[config.mk]
export PLATFORM = sky130hd
export DESIGN_NAME = imu_frame_bias_calibrator_core_flat
export DESIGN_NICKNAME = d
export VERILOG_FILES = /design/src/design/ifbc_pkg.sv /design/src/design/ifbc_if.sv /design/src/design/ifbc_div.sv /design/src/design/imu_frame_bias_calibrator_core.sv /design/src/flat_wrapper.sv
export SDC_FILE = /design/constraint.sdc
export NUM_CORES = 2
export LEC_CHECK = 0
export ABC_AREA = 1
export BUFFER_PORTS_ARGS = -buffer_cell sky130_fd_sc_hd__buf_2
export CAP_MARGIN = 0
export CORE_ASPECT_RATIO = 1.1
export CORE_MARGIN = 1.5
export CORE_UTILIZATION = 40
export CTS_BUF_LIST = sky130_fd_sc_hd__clkbuf_2 sky130_fd_sc_hd__clkbuf_4 sky130_fd_sc_hd__clkbuf_8
export DETAILED_ROUTE_END_ITERATION = 7
export MAX_ROUTING_LAYER = met4
export PLACE_DENSITY = 0.56
export SKIP_CTS_REPAIR_TIMING = 1
export SLEW_MARGIN = 0
export SYNTH_ARGS = -nofsm -noshare
export SYNTH_HDL_FRONTEND = slang
export SYNTH_HIERARCHICAL = 1
export SYNTH_SLANG_ARGS = --single-unit
[constraint.sdc]
create_clock -name clk -period 13.5 [get_ports clk]
set_input_delay 2.7 -clock clk [delete_from_list [all_inputs] [get_ports clk]]
set_output_delay 2.7 -clock clk [all_outputs]
set_load 0.05 [all_outputs]
[src/design/ifbc_pkg.sv]
package ifbc_pkg;

    localparam int COUNT_WIDTH_DEF    = 16;
    localparam int QUAT_FRAC_BITS_DEF = 14;

    localparam int Q_W       = 16;  // quaternion component
    localparam int A_W       = 16;  // raw acceleration
    localparam int OUT_W     = 18;  // result / bias
    localparam int VEC_W     = 19;  // multiplier vector operand
    localparam int SUM_W     = 34;  // accumulated world sums
    localparam int TGT_W     = 16;  // sample_target register
    localparam int PROD_W    = 32;  // quaternion products
    localparam int CFG_IDX_W = 2;
    localparam int CFG_W     = 18;
    localparam int OUT_MAX   = (1 << (OUT_W - 1)) - 1;
    localparam int TGT_RESET = 100;

    typedef enum logic [CFG_IDX_W-1:0] {
        CFG_TARGET,
        CFG_BIAS_X,
        CFG_BIAS_Y,
        CFG_BIAS_Z
    } cfg_idx_t;

    typedef enum logic [2:0] {
        ST_IDLE,
        ST_PROD,
        ST_MAT,
        ST_ROT,
        ST_ACCUM,
        ST_DIVST,
        ST_DIV,
        ST_DIFF_OUT
    } state_t;

    typedef struct packed {
        logic                    done;
        logic signed [OUT_W-1:0] quotient;
    } div_res_t;

endpackage

[src/design/ifbc_if.sv]
interface ifbc_in_if
    import ifbc_pkg::*;
();
    logic                  valid;
    logic                  ready;
    logic                  mode;
    logic signed [Q_W-1:0] quat_w;
    logic signed [Q_W-1:0] quat_x;
    logic signed [Q_W-1:0] quat_y;
    logic signed [Q_W-1:0] quat_z;
    logic signed [A_W-1:0] accel_in_x;
    logic signed [A_W-1:0] accel_in_y;
    logic signed [A_W-1:0] accel_in_z;

    modport source (output valid, mode, quat_w, quat_x, quat_y, quat_z,
                    accel_in_x, accel_in_y, accel_in_z, input ready);
    modport sink   (input valid, mode, quat_w, quat_x, quat_y, quat_z,
                    accel_in_x, accel_in_y, accel_in_z, output ready);
endinterface

interface ifbc_out_if
    import ifbc_pkg::*;
();
    logic                    valid;
    logic                    ready;
    logic signed [OUT_W-1:0] accel_out_x;
    logic signed [OUT_W-1:0] accel_out_y;
    logic signed [OUT_W-1:0] accel_out_z;
    logic                    was_calibrating;
    logic                    calibration_done;

    modport source (output valid, accel_out_x, accel_out_y, accel_out_z,
                    was_calibrating, calibration_done, input ready);
    modport sink   (input valid, accel_out_x, accel_out_y, accel_out_z,
                    was_calibrating, calibration_done, output ready);
endinterface

[src/design/ifbc_div.sv]
// Restoring divider, one quotient bit per cycle; signed dividend, truncates
// toward zero, quotient saturated to OUT_W.
module ifbc_div
    import ifbc_pkg::*;
(
    input  logic                    clk,
    input  logic                    rst_n,
    input  logic                    start,
    input  logic signed [SUM_W-1:0] dividend,
    input  logic        [TGT_W-1:0] divisor,
    output div_res_t                res
);
    localparam int DCNT_W = $clog2(SUM_W + 1);

    logic              busy_reg, done_reg, neg_reg;
    logic [DCNT_W-1:0] cnt_reg;
    logic [SUM_W-1:0]  quo_reg;
    logic [TGT_W-1:0]  rem_reg, dsr_reg;
    logic [TGT_W:0]    rem_sh, rem_sub;
    logic              ge;
    logic [SUM_W-1:0]  mag_next;

    assign rem_sh   = {rem_reg, quo_reg[SUM_W-1]};
    assign ge       = rem_sh >= {1'b0, dsr_reg};
    assign rem_sub  = rem_sh - {1'b0, dsr_reg};
    assign mag_next = dividend[SUM_W-1] ? SUM_W'(-dividend) : SUM_W'(dividend);

    always_ff @(posedge clk or negedge rst_n)
    begin
        if (!rst_n)
        begin
            busy_reg <= 1'b0;
            done_reg <= 1'b0;
            cnt_reg  <= '0;
        end
        else
        begin
            done_reg <= 1'b0;
            if (start)
            begin
                busy_reg <= 1'b1;
                cnt_reg  <= DCNT_W'(SUM_W);
            end
            else if (busy_reg)
            begin
                cnt_reg <= cnt_reg - 1'b1;
                if (cnt_reg == DCNT_W'(1))
                begin
                    busy_reg <= 1'b0;
                    done_reg <= 1'b1;
                end
            end
        end
    end

    always_ff @(posedge clk)
    begin
        if (start)
        begin
            quo_reg <= mag_next;
            rem_reg <= '0;
            dsr_reg <= divisor;
            neg_reg <= dividend[SUM_W-1];
        end
        else if (busy_reg)
        begin
            quo_reg <= {quo_reg[SUM_W-2:0], ge};
            rem_reg <= ge ? rem_sub[TGT_W-1:0] : rem_sh[TGT_W-1:0];
        end
    end

    always_comb
    begin
        res.done = done_reg;
        if (!neg_reg)
            res.quotient = (quo_reg > SUM_W'(OUT_MAX)) ? OUT_W'(OUT_MAX)
                                                       : OUT_W'(quo_reg);
        else
            res.quotient = (quo_reg > SUM_W'(OUT_MAX + 1)) ? OUT_W'(-OUT_MAX - 1)
                                                           : OUT_W'(-quo_reg);
    end

endmodule

[src/design/imu_frame_bias_calibrator_core.sv]
// Channel   Dir  Payload                                        Handshake
// sample    in   mode, quat_w/x/y/z, accel_in_x/y/z             valid/ready
// result    out  accel_out_x/y/z, was_calibrating, cal_done     valid/ready
// cfg       in   cfg_index, cfg_data                            cfg_we only
//
// A sample passes through the product, matrix and rotate steps, then an accumulate
// step while calibrating, or a difference step and a back-rotate when correcting,
// then the output load; a new sample is accepted only after that load. The
// completing calibration sample adds three divides, one per axis. The one
// shared multiplier serves the product and rotate steps. A start command gives
// no result.
// Reset (rst_n, async) leaves the block idle, not calibrating, target 100.
// A stalled result holds; the next sample is taken while it waits.
module imu_frame_bias_calibrator_core
    import ifbc_pkg::*;
#(
    parameter int COUNT_WIDTH    = COUNT_WIDTH_DEF,
    parameter int QUAT_FRAC_BITS = QUAT_FRAC_BITS_DEF
)
(
    input  logic                 clk,
    input  logic                 rst_n,
    ifbc_in_if.sink              sample,
    ifbc_out_if.source           result,
    input  logic                 cfg_we,
    input  logic [CFG_IDX_W-1:0] cfg_index,
    input  logic [CFG_W-1:0]     cfg_data
);
    localparam int F     = QUAT_FRAC_BITS;
    // matrix entry width: rounded product sum, or the diagonal "one"
    localparam int ME_W  = (36 - F > F + 2) ? 36 - F : F + 2;
    localparam int MUL_W = ME_W + VEC_W;
    localparam int ACC_W = MUL_W + 2;
    localparam int CMP_W = (COUNT_WIDTH > TGT_W) ? COUNT_WIDTH : TGT_W;
    localparam logic signed [34:0]    HALF_E = 35'sd1 <<< (F - 1);
    localparam logic signed [34:0]    ONE_E  = 35'sd1 <<< F;
    localparam logic signed [ACC_W:0] HALF_A = (ACC_W + 1)'(1) <<< (F - 1);

    state_t state_reg, state_next;

    // control
    logic                   cal_flag_reg;
    logic [COUNT_WIDTH-1:0] taken_reg;
    logic [TGT_W-1:0]       target_reg;
    logic [3:0]             k_reg;
    logic [1:0]             row_reg, col_reg, div_idx_reg;
    logic                   back_reg;
    logic                   out_valid_reg;

    // datapath
    logic signed [Q_W-1:0]    q_reg   [4];
    logic signed [A_W-1:0]    a_reg   [3];
    logic signed [PROD_W-1:0] prod_reg[9];
    logic signed [ME_W-1:0]   m_reg   [9];
    logic signed [VEC_W-1:0]  vec_reg [3];
    logic signed [OUT_W-1:0]  res_reg [3];
    logic signed [OUT_W-1:0]  bias_reg[3];
    logic signed [SUM_W-1:0]  sum_reg [3];
    logic signed [ACC_W-1:0]  acc_reg;
    logic                     was_cal_reg, done_reg;
    logic signed [OUT_W-1:0]  ox_reg, oy_reg, oz_reg;
    logic                     owc_reg, ocd_reg;

    // shared multiplier
    logic signed [ME_W-1:0]  mul_a;
    logic signed [VEC_W-1:0] mul_b;
    logic signed [MUL_W-1:0] mul_p;
    logic [1:0]              qa, qb, csel;
    logic [3:0]              m_idx;

    // matrix entry logic
    logic [3:0]              pa, pb;
    logic                    e_sub, e_diag;
    logic signed [PROD_W:0]  e_sum;
    logic signed [34:0]      e_rnd;
    logic signed [ME_W-1:0]  entry;

    // row finish
    logic signed [ACC_W:0]   acc_rnd;
    logic signed [OUT_W-1:0] acc_sat;

    // calibration
    logic [COUNT_WIDTH-1:0]  taken_new;
    logic [TGT_W-1:0]        target_eff;
    logic                    cal_done;
    logic                    accept, last_row, out_free, out_load;
    div_res_t                div_res;

    ifbc_div u_div (
        .clk      (clk),
        .rst_n    (rst_n),
        .start    (state_reg == ST_DIVST),
        .dividend (sum_reg[div_idx_reg]),
        .divisor  (target_eff),
        .res      (div_res)
    );

    assign sample.ready = (state_reg == ST_IDLE);
    assign accept       = sample.valid && sample.ready;
    assign out_free     = !out_valid_reg || result.ready;
    assign last_row     = (row_reg == 2'd2) && (col_reg == 2'd3);
    // result register takes the finished transaction
    assign out_load     = (state_reg == ST_DIFF_OUT) && (back_reg || was_cal_reg) && out_free;

    // product table: xx yy zz xy xz yz wx wy wz (w=0 x=1 y=2 z=3)
    always_comb
    begin
        case (k_reg)
            4'd0:    begin qa = 2'd1; qb = 2'd1; end
            4'd1:    begin qa = 2'd2; qb = 2'd2; end
            4'd2:    begin qa = 2'd3; qb = 2'd3; end
            4'd3:    begin qa = 2'd1; qb = 2'd2; end
            4'd4:    begin qa = 2'd1; qb = 2'd3; end
            4'd5:    begin qa = 2'd2; qb = 2'd3; end
            4'd6:    begin qa = 2'd0; qb = 2'd1; end
            4'd7:    begin qa = 2'd0; qb = 2'd2; end
            default: begin qa = 2'd0; qb = 2'd3; end
        endcase
    end

    assign csel  = (col_reg == 2'd3) ? 2'd0 : col_reg;
    assign m_idx = back_reg ? 4'(csel * 3 + row_reg) : 4'(row_reg * 3 + csel);

    always_comb
    begin
        if (state_reg == ST_PROD)
        begin
            mul_a = ME_W'(q_reg[qa]);
            mul_b = VEC_W'(q_reg[qb]);
        end
        else
        begin
            mul_a = m_reg[m_idx];
            mul_b = vec_reg[csel];
        end
    end

    assign mul_p = MUL_W'(mul_a) * MUL_W'(mul_b);

    // matrix entry k: row-major R from product indexes
    always_comb
    begin
        case (k_reg)
            4'd0:    begin pa = 4'd1; pb = 4'd2; e_sub = 1'b0; e_diag = 1'b1; end
            4'd1:    begin pa = 4'd3; pb = 4'd8; e_sub = 1'b1; e_diag = 1'b0; end
            4'd2:    begin pa = 4'd4; pb = 4'd7; e_sub = 1'b0; e_diag = 1'b0; end
            4'd3:    begin pa = 4'd3; pb = 4'd8; e_sub = 1'b0; e_diag = 1'b0; end
            4'd4:    begin pa = 4'd0; pb = 4'd2; e_sub = 1'b0; e_diag = 1'b1; end
            4'd5:    begin pa = 4'd5; pb = 4'd6; e_sub = 1'b1; e_diag = 1'b0; end
            4'd6:    begin pa = 4'd4; pb = 4'd7; e_sub = 1'b1; e_diag = 1'b0; end
            4'd7:    begin pa = 4'd5; pb = 4'd6; e_sub = 1'b0; e_diag = 1'b0; end
            default: begin pa = 4'd0; pb = 4'd1; e_sub = 1'b0; e_diag = 1'b1; end
        endcase
    end

    always_comb
    begin
        e_sum = e_sub ? (PROD_W + 1)'(prod_reg[pa]) - (PROD_W + 1)'(prod_reg[pb])
                      : (PROD_W + 1)'(prod_reg[pa]) + (PROD_W + 1)'(prod_reg[pb]);
        // 2*sum, then round to nearest, ties up
        e_rnd = ((35'(e_sum) <<< 1) + HALF_E) >>> F;
        entry = e_diag ? ME_W'(ONE_E - e_rnd) : ME_W'(e_rnd);
    end

    always_comb
    begin
        acc_rnd = ((ACC_W + 1)'(acc_reg) + HALF_A) >>> F;
        if (acc_rnd > (ACC_W + 1)'(OUT_MAX))
            acc_sat = OUT_W'(OUT_MAX);
        else if (acc_rnd < (ACC_W + 1)'(-OUT_MAX - 1))
            acc_sat = OUT_W'(-OUT_MAX - 1);
        else
            acc_sat = OUT_W'(acc_rnd);
    end

    assign taken_new  = (taken_reg == '1) ? taken_reg : taken_reg + 1'b1;
    assign target_eff = (target_reg == '0) ? TGT_W'(1) : target_reg;
    assign cal_done   = CMP_W'(taken_new) >= CMP_W'(target_eff);

    // next state
    always_comb
    begin
        state_next = state_reg;
        case (state_reg)
            ST_IDLE:
                if (accept && !sample.mode)
                    state_next = ST_PROD;
            ST_PROD:
                if (k_reg == 4'd8)
                    state_next = ST_MAT;
            ST_MAT:
                if (k_reg == 4'd8)
                    state_next = ST_ROT;
            ST_ROT:
                if (last_row)
                begin
                    if (back_reg)
                        state_next = ST_DIFF_OUT;
                    else if (cal_flag_reg)
                        state_next = ST_ACCUM;
                    else
                        state_next = ST_DIFF_OUT;
                end
            ST_ACCUM:
                state_next = cal_done ? ST_DIVST : ST_DIFF_OUT;
            ST_DIVST:
                state_next = ST_DIV;
            ST_DIV:
                if (div_res.done)
                    state_next = (div_idx_reg == 2'd2) ? ST_DIFF_OUT : ST_DIVST;
            ST_DIFF_OUT:
                // back_reg low and not passthrough: build d, run back pass
                if (!back_reg && !was_cal_reg)
                    state_next = ST_ROT;
                else if (out_free)
                    state_next = ST_IDLE;
            default:
                state_next = ST_IDLE;
        endcase
    end

    always_ff @(posedge clk or negedge rst_n)
    begin
        if (!rst_n)
            state_reg <= ST_IDLE;
        else
            state_reg <= state_next;
    end

    // control and state registers
    always_ff @(posedge clk or negedge rst_n)
    begin
        if (!rst_n)
        begin
            cal_flag_reg  <= 1'b0;
            taken_reg     <= '0;
            target_reg    <= TGT_W'(TGT_RESET);
            k_reg         <= '0;
            row_reg       <= '0;
            col_reg       <= '0;
            div_idx_reg   <= '0;
            back_reg      <= 1'b0;
            out_valid_reg <= 1'b0;
            for (int i = 0; i < 3; i++)
            begin
                bias_reg[i] <= '0;
                sum_reg[i]  <= '0;
            end
        end
        else
        begin
            if (out_load)
                out_valid_reg <= 1'b1;
            else if (result.ready)
                out_valid_reg <= 1'b0;

            if (cfg_we)
            begin
                case (cfg_idx_t'(cfg_index))
                    CFG_TARGET: target_reg  <= cfg_data[TGT_W-1:0];
                    CFG_BIAS_X: bias_reg[0] <= OUT_W'(cfg_data);
                    CFG_BIAS_Y: bias_reg[1] <= OUT_W'(cfg_data);
                    CFG_BIAS_Z: bias_reg[2] <= OUT_W'(cfg_data);
                    default:    ;
                endcase
            end

            case (state_reg)
                ST_IDLE:
                begin
                    k_reg    <= '0;
                    row_reg  <= '0;
                    col_reg  <= '0;
                    back_reg <= 1'b0;
                    if (accept && sample.mode)
                    begin
                        cal_flag_reg <= 1'b1;
                        taken_reg    <= '0;
                        for (int i = 0; i < 3; i++)
                        begin
                            sum_reg[i]  <= '0;
                            bias_reg[i] <= '0;
                        end
                    end
                end
                ST_PROD, ST_MAT:
                    k_reg <= (k_reg == 4'd8) ? 4'd0 : k_reg + 1'b1;
                ST_ROT:
                begin
                    col_reg <= col_reg + 1'b1;
                    if (col_reg == 2'd3)
                        row_reg <= row_reg + 1'b1;
                end
                ST_ACCUM:
                begin
                    taken_reg   <= taken_new;
                    div_idx_reg <= '0;
                    for (int i = 0; i < 3; i++)
                    begin
                        logic signed [SUM_W:0] s;
                        s = (SUM_W + 1)'(sum_reg[i]) + (SUM_W + 1)'(res_reg[i]);
                        if (s[SUM_W] != s[SUM_W-1])
                            sum_reg[i] <= s[SUM_W] ? {1'b1, {(SUM_W - 1){1'b0}}}
                                                   : {1'b0, {(SUM_W - 1){1'b1}}};
                        else
                            sum_reg[i] <= s[SUM_W-1:0];
                    end
                    if (cal_done)
                        cal_flag_reg <= 1'b0;
                end
                ST_DIV:
                    if (div_res.done)
                    begin
                        bias_reg[div_idx_reg] <= div_res.quotient;
                        div_idx_reg <= div_idx_reg + 1'b1;
                    end
                ST_DIFF_OUT:
                    if (!back_reg && !was_cal_reg)
                    begin
                        back_reg <= 1'b1;
                        row_reg  <= '0;
                        col_reg  <= '0;
                    end
                default: ;
            endcase
        end
    end

    // payload registers
    always_ff @(posedge clk)
    begin
        case (state_reg)
            ST_IDLE:
                if (accept && !sample.mode)
                begin
                    q_reg[0]    <= sample.quat_w;
                    q_reg[1]    <= sample.quat_x;
                    q_reg[2]    <= sample.quat_y;
                    q_reg[3]    <= sample.quat_z;
                    a_reg[0]    <= sample.accel_in_x;
                    a_reg[1]    <= sample.accel_in_y;
                    a_reg[2]    <= sample.accel_in_z;
                    vec_reg[0]  <= VEC_W'(sample.accel_in_x);
                    vec_reg[1]  <= VEC_W'(sample.accel_in_y);
                    vec_reg[2]  <= VEC_W'(sample.accel_in_z);
                    was_cal_reg <= cal_flag_reg;
                    done_reg    <= 1'b0;
                    acc_reg     <= '0;
                end
            ST_PROD:
                prod_reg[k_reg] <= mul_p[PROD_W-1:0];
            ST_MAT:
                m_reg[k_reg] <= entry;
            ST_ROT:
                if (col_reg == 2'd3)
                begin
                    res_reg[row_reg] <= acc_sat;
                    acc_reg          <= '0;
                end
                else
                    acc_reg <= acc_reg + ACC_W'(mul_p);
            ST_ACCUM:
                done_reg <= cal_done;
            ST_DIFF_OUT:
                if (!back_reg && !was_cal_reg)
                begin
                    for (int i = 0; i < 3; i++)
                        vec_reg[i] <= VEC_W'(res_reg[i]) - VEC_W'(bias_reg[i]);
                end
                else if (out_free)
                begin
                    ox_reg  <= was_cal_reg ? OUT_W'(a_reg[0]) : res_reg[0];
                    oy_reg  <= was_cal_reg ? OUT_W'(a_reg[1]) : res_reg[1];
                    oz_reg  <= was_cal_reg ? OUT_W'(a_reg[2]) : res_reg[2];
                    owc_reg <= was_cal_reg;
                    ocd_reg <= done_reg;
                end
            default: ;
        endcase
    end

    assign result.valid            = out_valid_reg;
    assign result.accel_out_x      = ox_reg;
    assign result.accel_out_y      = oy_reg;
    assign result.accel_out_z      = oz_reg;
    assign result.was_calibrating  = owc_reg;
    assign result.calibration_done = ocd_reg;

endmodule

[src/flat_wrapper.sv]
// flat-port wrapper written by rule: the top's interface ports become plain ports
module imu_frame_bias_calibrator_core_flat import ifbc_pkg::*;
#(
    parameter int COUNT_WIDTH    = COUNT_WIDTH_DEF,
    parameter int QUAT_FRAC_BITS = QUAT_FRAC_BITS_DEF
)
  (clk, rst_n, cfg_we, cfg_index, cfg_data, sample_valid, sample_mode, sample_quat_w, sample_quat_x, sample_quat_y, sample_quat_z, sample_accel_in_x, sample_accel_in_y, sample_accel_in_z, sample_ready, result_valid, result_accel_out_x, result_accel_out_y, result_accel_out_z, result_was_calibrating, result_calibration_done, result_ready);
  ifbc_in_if sample_i ();
  ifbc_out_if result_i ();
  input  logic clk;
  input  logic rst_n;
  input  logic cfg_we;
  input  logic [CFG_IDX_W-1:0] cfg_index;
  input  logic [CFG_W-1:0] cfg_data;
  input wire logic [$bits(sample_i.valid)-1:0] sample_valid;
  input wire logic [$bits(sample_i.mode)-1:0] sample_mode;
  input wire logic [$bits(sample_i.quat_w)-1:0] sample_quat_w;
  input wire logic [$bits(sample_i.quat_x)-1:0] sample_quat_x;
  input wire logic [$bits(sample_i.quat_y)-1:0] sample_quat_y;
  input wire logic [$bits(sample_i.quat_z)-1:0] sample_quat_z;
  input wire logic [$bits(sample_i.accel_in_x)-1:0] sample_accel_in_x;
  input wire logic [$bits(sample_i.accel_in_y)-1:0] sample_accel_in_y;
  input wire logic [$bits(sample_i.accel_in_z)-1:0] sample_accel_in_z;
  output wire logic [$bits(sample_i.ready)-1:0] sample_ready;
  output wire logic [$bits(result_i.valid)-1:0] result_valid;
  output wire logic [$bits(result_i.accel_out_x)-1:0] result_accel_out_x;
  output wire logic [$bits(result_i.accel_out_y)-1:0] result_accel_out_y;
  output wire logic [$bits(result_i.accel_out_z)-1:0] result_accel_out_z;
  output wire logic [$bits(result_i.was_calibrating)-1:0] result_was_calibrating;
  output wire logic [$bits(result_i.calibration_done)-1:0] result_calibration_done;
  input wire logic [$bits(result_i.ready)-1:0] result_ready;
  assign sample_i.valid = sample_valid;
  assign sample_i.mode = sample_mode;
  assign sample_i.quat_w = sample_quat_w;
  assign sample_i.quat_x = sample_quat_x;
  assign sample_i.quat_y = sample_quat_y;
  assign sample_i.quat_z = sample_quat_z;
  assign sample_i.accel_in_x = sample_accel_in_x;
  assign sample_i.accel_in_y = sample_accel_in_y;
  assign sample_i.accel_in_z = sample_accel_in_z;
  assign sample_ready = sample_i.ready;
  assign result_valid = result_i.valid;
  assign result_accel_out_x = result_i.accel_out_x;
  assign result_accel_out_y = result_i.accel_out_y;
  assign result_accel_out_z = result_i.accel_out_z;
  assign result_was_calibrating = result_i.was_calibrating;
  assign result_calibration_done = result_i.calibration_done;
  assign result_i.ready = result_ready;
  imu_frame_bias_calibrator_core #(.COUNT_WIDTH(COUNT_WIDTH), .QUAT_FRAC_BITS(QUAT_FRAC_BITS)) u_core (.clk(clk), .rst_n(rst_n), .sample(sample_i), .result(result_i), .cfg_we(cfg_we), .cfg_index(cfg_index), .cfg_data(cfg_data));
endmodule
==> results.toml <==
[floorplanning]
core_area_um2 = 191000
die_w_um = 421
row_count = 168
start_util_pct = 40.4
die_area_um2 = 195000
io_pins = 196
fp.dieH_um = 463

[setup_path]
crit_required_ns = 14.23
crit_path_max_incr_delay_ns = 0.68
critPathMaxFanout = 22
start_kind = "register"
cp.arrival_ns = 13.31
r2r-start = "u_core/col_reg[1]$_DFFE_PN0P_"
cp-end-kind = "register"
critPathKind = "reg2reg"
startpoint = "u_core/col_reg[1]$_DFFE_PN0P_"
reg2reg_slack_ns = 0.92
path_common_cell = "inv_1"
worstRegToRegCells = 50
endpoint = "u_core/acc_reg[42]$_SDFFCE_PP0P_"
crit_slowest_cell = "ha_1"
r2r_end = "u_core/acc_reg[42]$_SDFFCE_PP0P_"

[timing]
hold_violations = 0
clock.fmax_ghz = 0.0795
setup_violations = 0
rsz0062_at_grt = "no"
setup-tns-final_ns = 0
worst_pin_slew_ns = 1.48
maxSlewViolCount = 0
fin_hold_ws_ns = 0.471
period_share_pct = 93.2
fin_worst_skew_ns = 0.0858
max_slew_margin_pct = 0.214
layout_min_cycle_time_ns = 12.58

[logic_synthesis]
synthArstFlopShare_pct = 19.5
synth_top_family_by_area = "simple AND/OR/NAND/NOR gates"
synth_compound_gate_area_share_pct = 12.2
ys_ff_latch = 1089
synth_edf_count = 861
ys_types = 77
synth.largest_area_cell = "edfxtp_1"
synthSimpleGateAreaFrac_pct = 17.9
synth_top_cell_area_share_pct = 33.6
synthCells = 8738
yosys_most_used_dff = "edfxtp_1"
syn_area_um2 = 77000
synthTopCellsByArea = "edfxtp_1 34%, fa_1 11%, nand2_1 9.8%"
ys_warn_count = 6
syn_nets = 9720
ys_seq_area_share_pct = 40.9
synthAdderAreaFrac_pct = 17.9
synth.avg_cell_area_um2 = 8.82
synth_xor_area_share_pct = 3.11
muxShareOfSynthArea_pct = 0.455

[run]
max-cap-violations = 1

[placed_design]
dpl.hpwl_um = 207000
dp.cells = 11300
gp_congestion = 0.969
port_buffers = 195

[final_layout]
drive_gt1_share_pct = 9.44
syn_to_final_growth_pct = 11.0
fin_cells = 11700
fillerInstances = 18800
nets = 9967
largest_reg_flops = 288
fin_util_pct = 44.8

[clock_network]
cts_made_buffers = 190
clock_path_buffers = 3
cts.sinks = 1089
cts.clk_slew.worst_paths_ns = 0.07
htreeDepth = 4
clock_latency_ns = 1.00
cts_tree = "done"
cts_root_buf = "clkbuf_8"

[routing]
drt-total-wl_um = 272000
final_antenna_net_count = 0
via_per_inst = 5.41
wl_per_cell_um = 23.3
route.detailed.drc = 0
drtPass1Iterations = 8
drtIter0Drc = 5985
num_vias = 63200

[run_status]
status = "complete, but fails checks"
violations = "max-capacitance violations"

[worst_hold_path]
min_path_type = "reg2reg"

[grt]
antenna_found_initial = 7
grt_pass1_wl_um = 403000
first_global_vias = 62100
grtUsageTotal_pct = 28.5
grt_max_degree = 104
gr-total-overflow = 0
[cell usage in the layout (no fill, tap or decap), types with 76 or more instances in the layout]
| master | n |
|---|---|
| clkbuf_8 | 207 |
| buf_4 | 163 |
| edfxtp_1 | 861 |
| dfrtp_1 | 209 |
| inv_1 | 1143 |
| o22ai_1 | 111 |
| fa_1 | 432 |
| buf_2 | 194 |
| nand3_1 | 322 |
| a21oi_1 | 498 |
| xnor2_1 | 76 |
| nor2_1 | 706 |
| xor2_1 | 190 |
| ha_1 | 411 |
| o21ai_0 | 669 |
| nand2_1 | 2004 |
[cell usage after synthesis, drive strengths merged (6+ instances only)]
cell and count:
dfxtp 16, dfrtp 209, a31oi 64, fa 432, o211ai 33, nand4 52, o21bai 16, a22oi 20
o22ai 111, edfxtp 861, xnor2 77, mux2i 35, ha 412, clkinv 24, a21boi 20, o311ai 15
inv 1167, a32o 38, o31ai 19, nor4 24, or2 35, clkbuf 247, o21a 42, nand2 2039
buf 60, nor3 72, o32ai 17, xor2 193, a21o 17, nand3b 22, a221oi 6, a21oi 501
nand3 344, and2 8, nor2 737, o21ai 722
[logic make-up (layout without fill, tap and decap cells)]
group,count (synthesis),in the layout
fa+ha+maj,844,844
compound gates,1662,1662
buf+inv,1498,1894
flops,1089,1089
mux,35,35
other cells,0,5
simple gates,3340,3340
xor+xnor,270,270
[worst max-delay path: cells and delay by family, from the launching register on]
family,cells,cell delay (ns)
adders and majority gates,12,5.66
AOI/OAI and AO/OA,11,2.49
and+or+nand+nor,14,1.49
buffers and inverters,11,1.72
xor gates and xnor gates,2,0.49
DFF,1,0.42
[routing by layer]
layer	vias to the layer above	routed length [µm]	track usage, %
met4	0	16300	15.0
met3	528	16500	3.82
li1	29500	-	-
met1	30800	108000	34.2
met2	2343	132000	46.7
met5	-	0	-
[final cells by class]
class	instances	area (µm²)	area share (%)
multi-input combinational	6151	40000	46.8
tap	2550	3190	3.73
inverter	1191	4480	5.24
timing repair buffer	361	2270	2.65
sequential	1089	31500	36.8
clock buffer	255	3210	3.75
clock inverter	86	828	0.969
antenna	5	12.5	0.0146
timing repair inverter	1	7.51	0.00878
[how the worst min path moves through the flow]
stage                                          startpoint                                       end  slack, ns  cells past startpoint
finish              u_core/u_div/rem_reg[11]$_SDFFE_PP0P_     u_core/u_div/rem_reg[11]$_SDFFE_PP0P_       0.47                      2
global placement          u_core/cal_flag_reg$_DFFE_PN0P_              u_core/was_cal_reg$_DFFE_PP_       0.44                      0
CTS                 u_core/u_div/rem_reg[12]$_SDFFE_PP0P_     u_core/u_div/rem_reg[12]$_SDFFE_PP0P_       0.47                      2
floorplan                   u_core/done_reg$_SDFFCE_PN0P_  u_core/result.calibration_done$_DFFE_PP_       0.40                      0
global route              u_core/cal_flag_reg$_DFFE_PN0P_              u_core/was_cal_reg$_DFFE_PP_       0.49                      0
detailed placement        u_core/cal_flag_reg$_DFFE_PN0P_              u_core/was_cal_reg$_DFFE_PP_       0.46                      0
[metrics by stage]
step	setup WS [ns]	area, µm²
global route	0.104	85500
floorplan	0.278	77000
global placement	1.02	81400
detailed placement	1.00	81400
CTS	0.948	85500
finish	0.918	85500
Power is left out: the tool's default activity adds up to more than one toggle a clock period on the data nets, which glitch-free logic cannot reach.
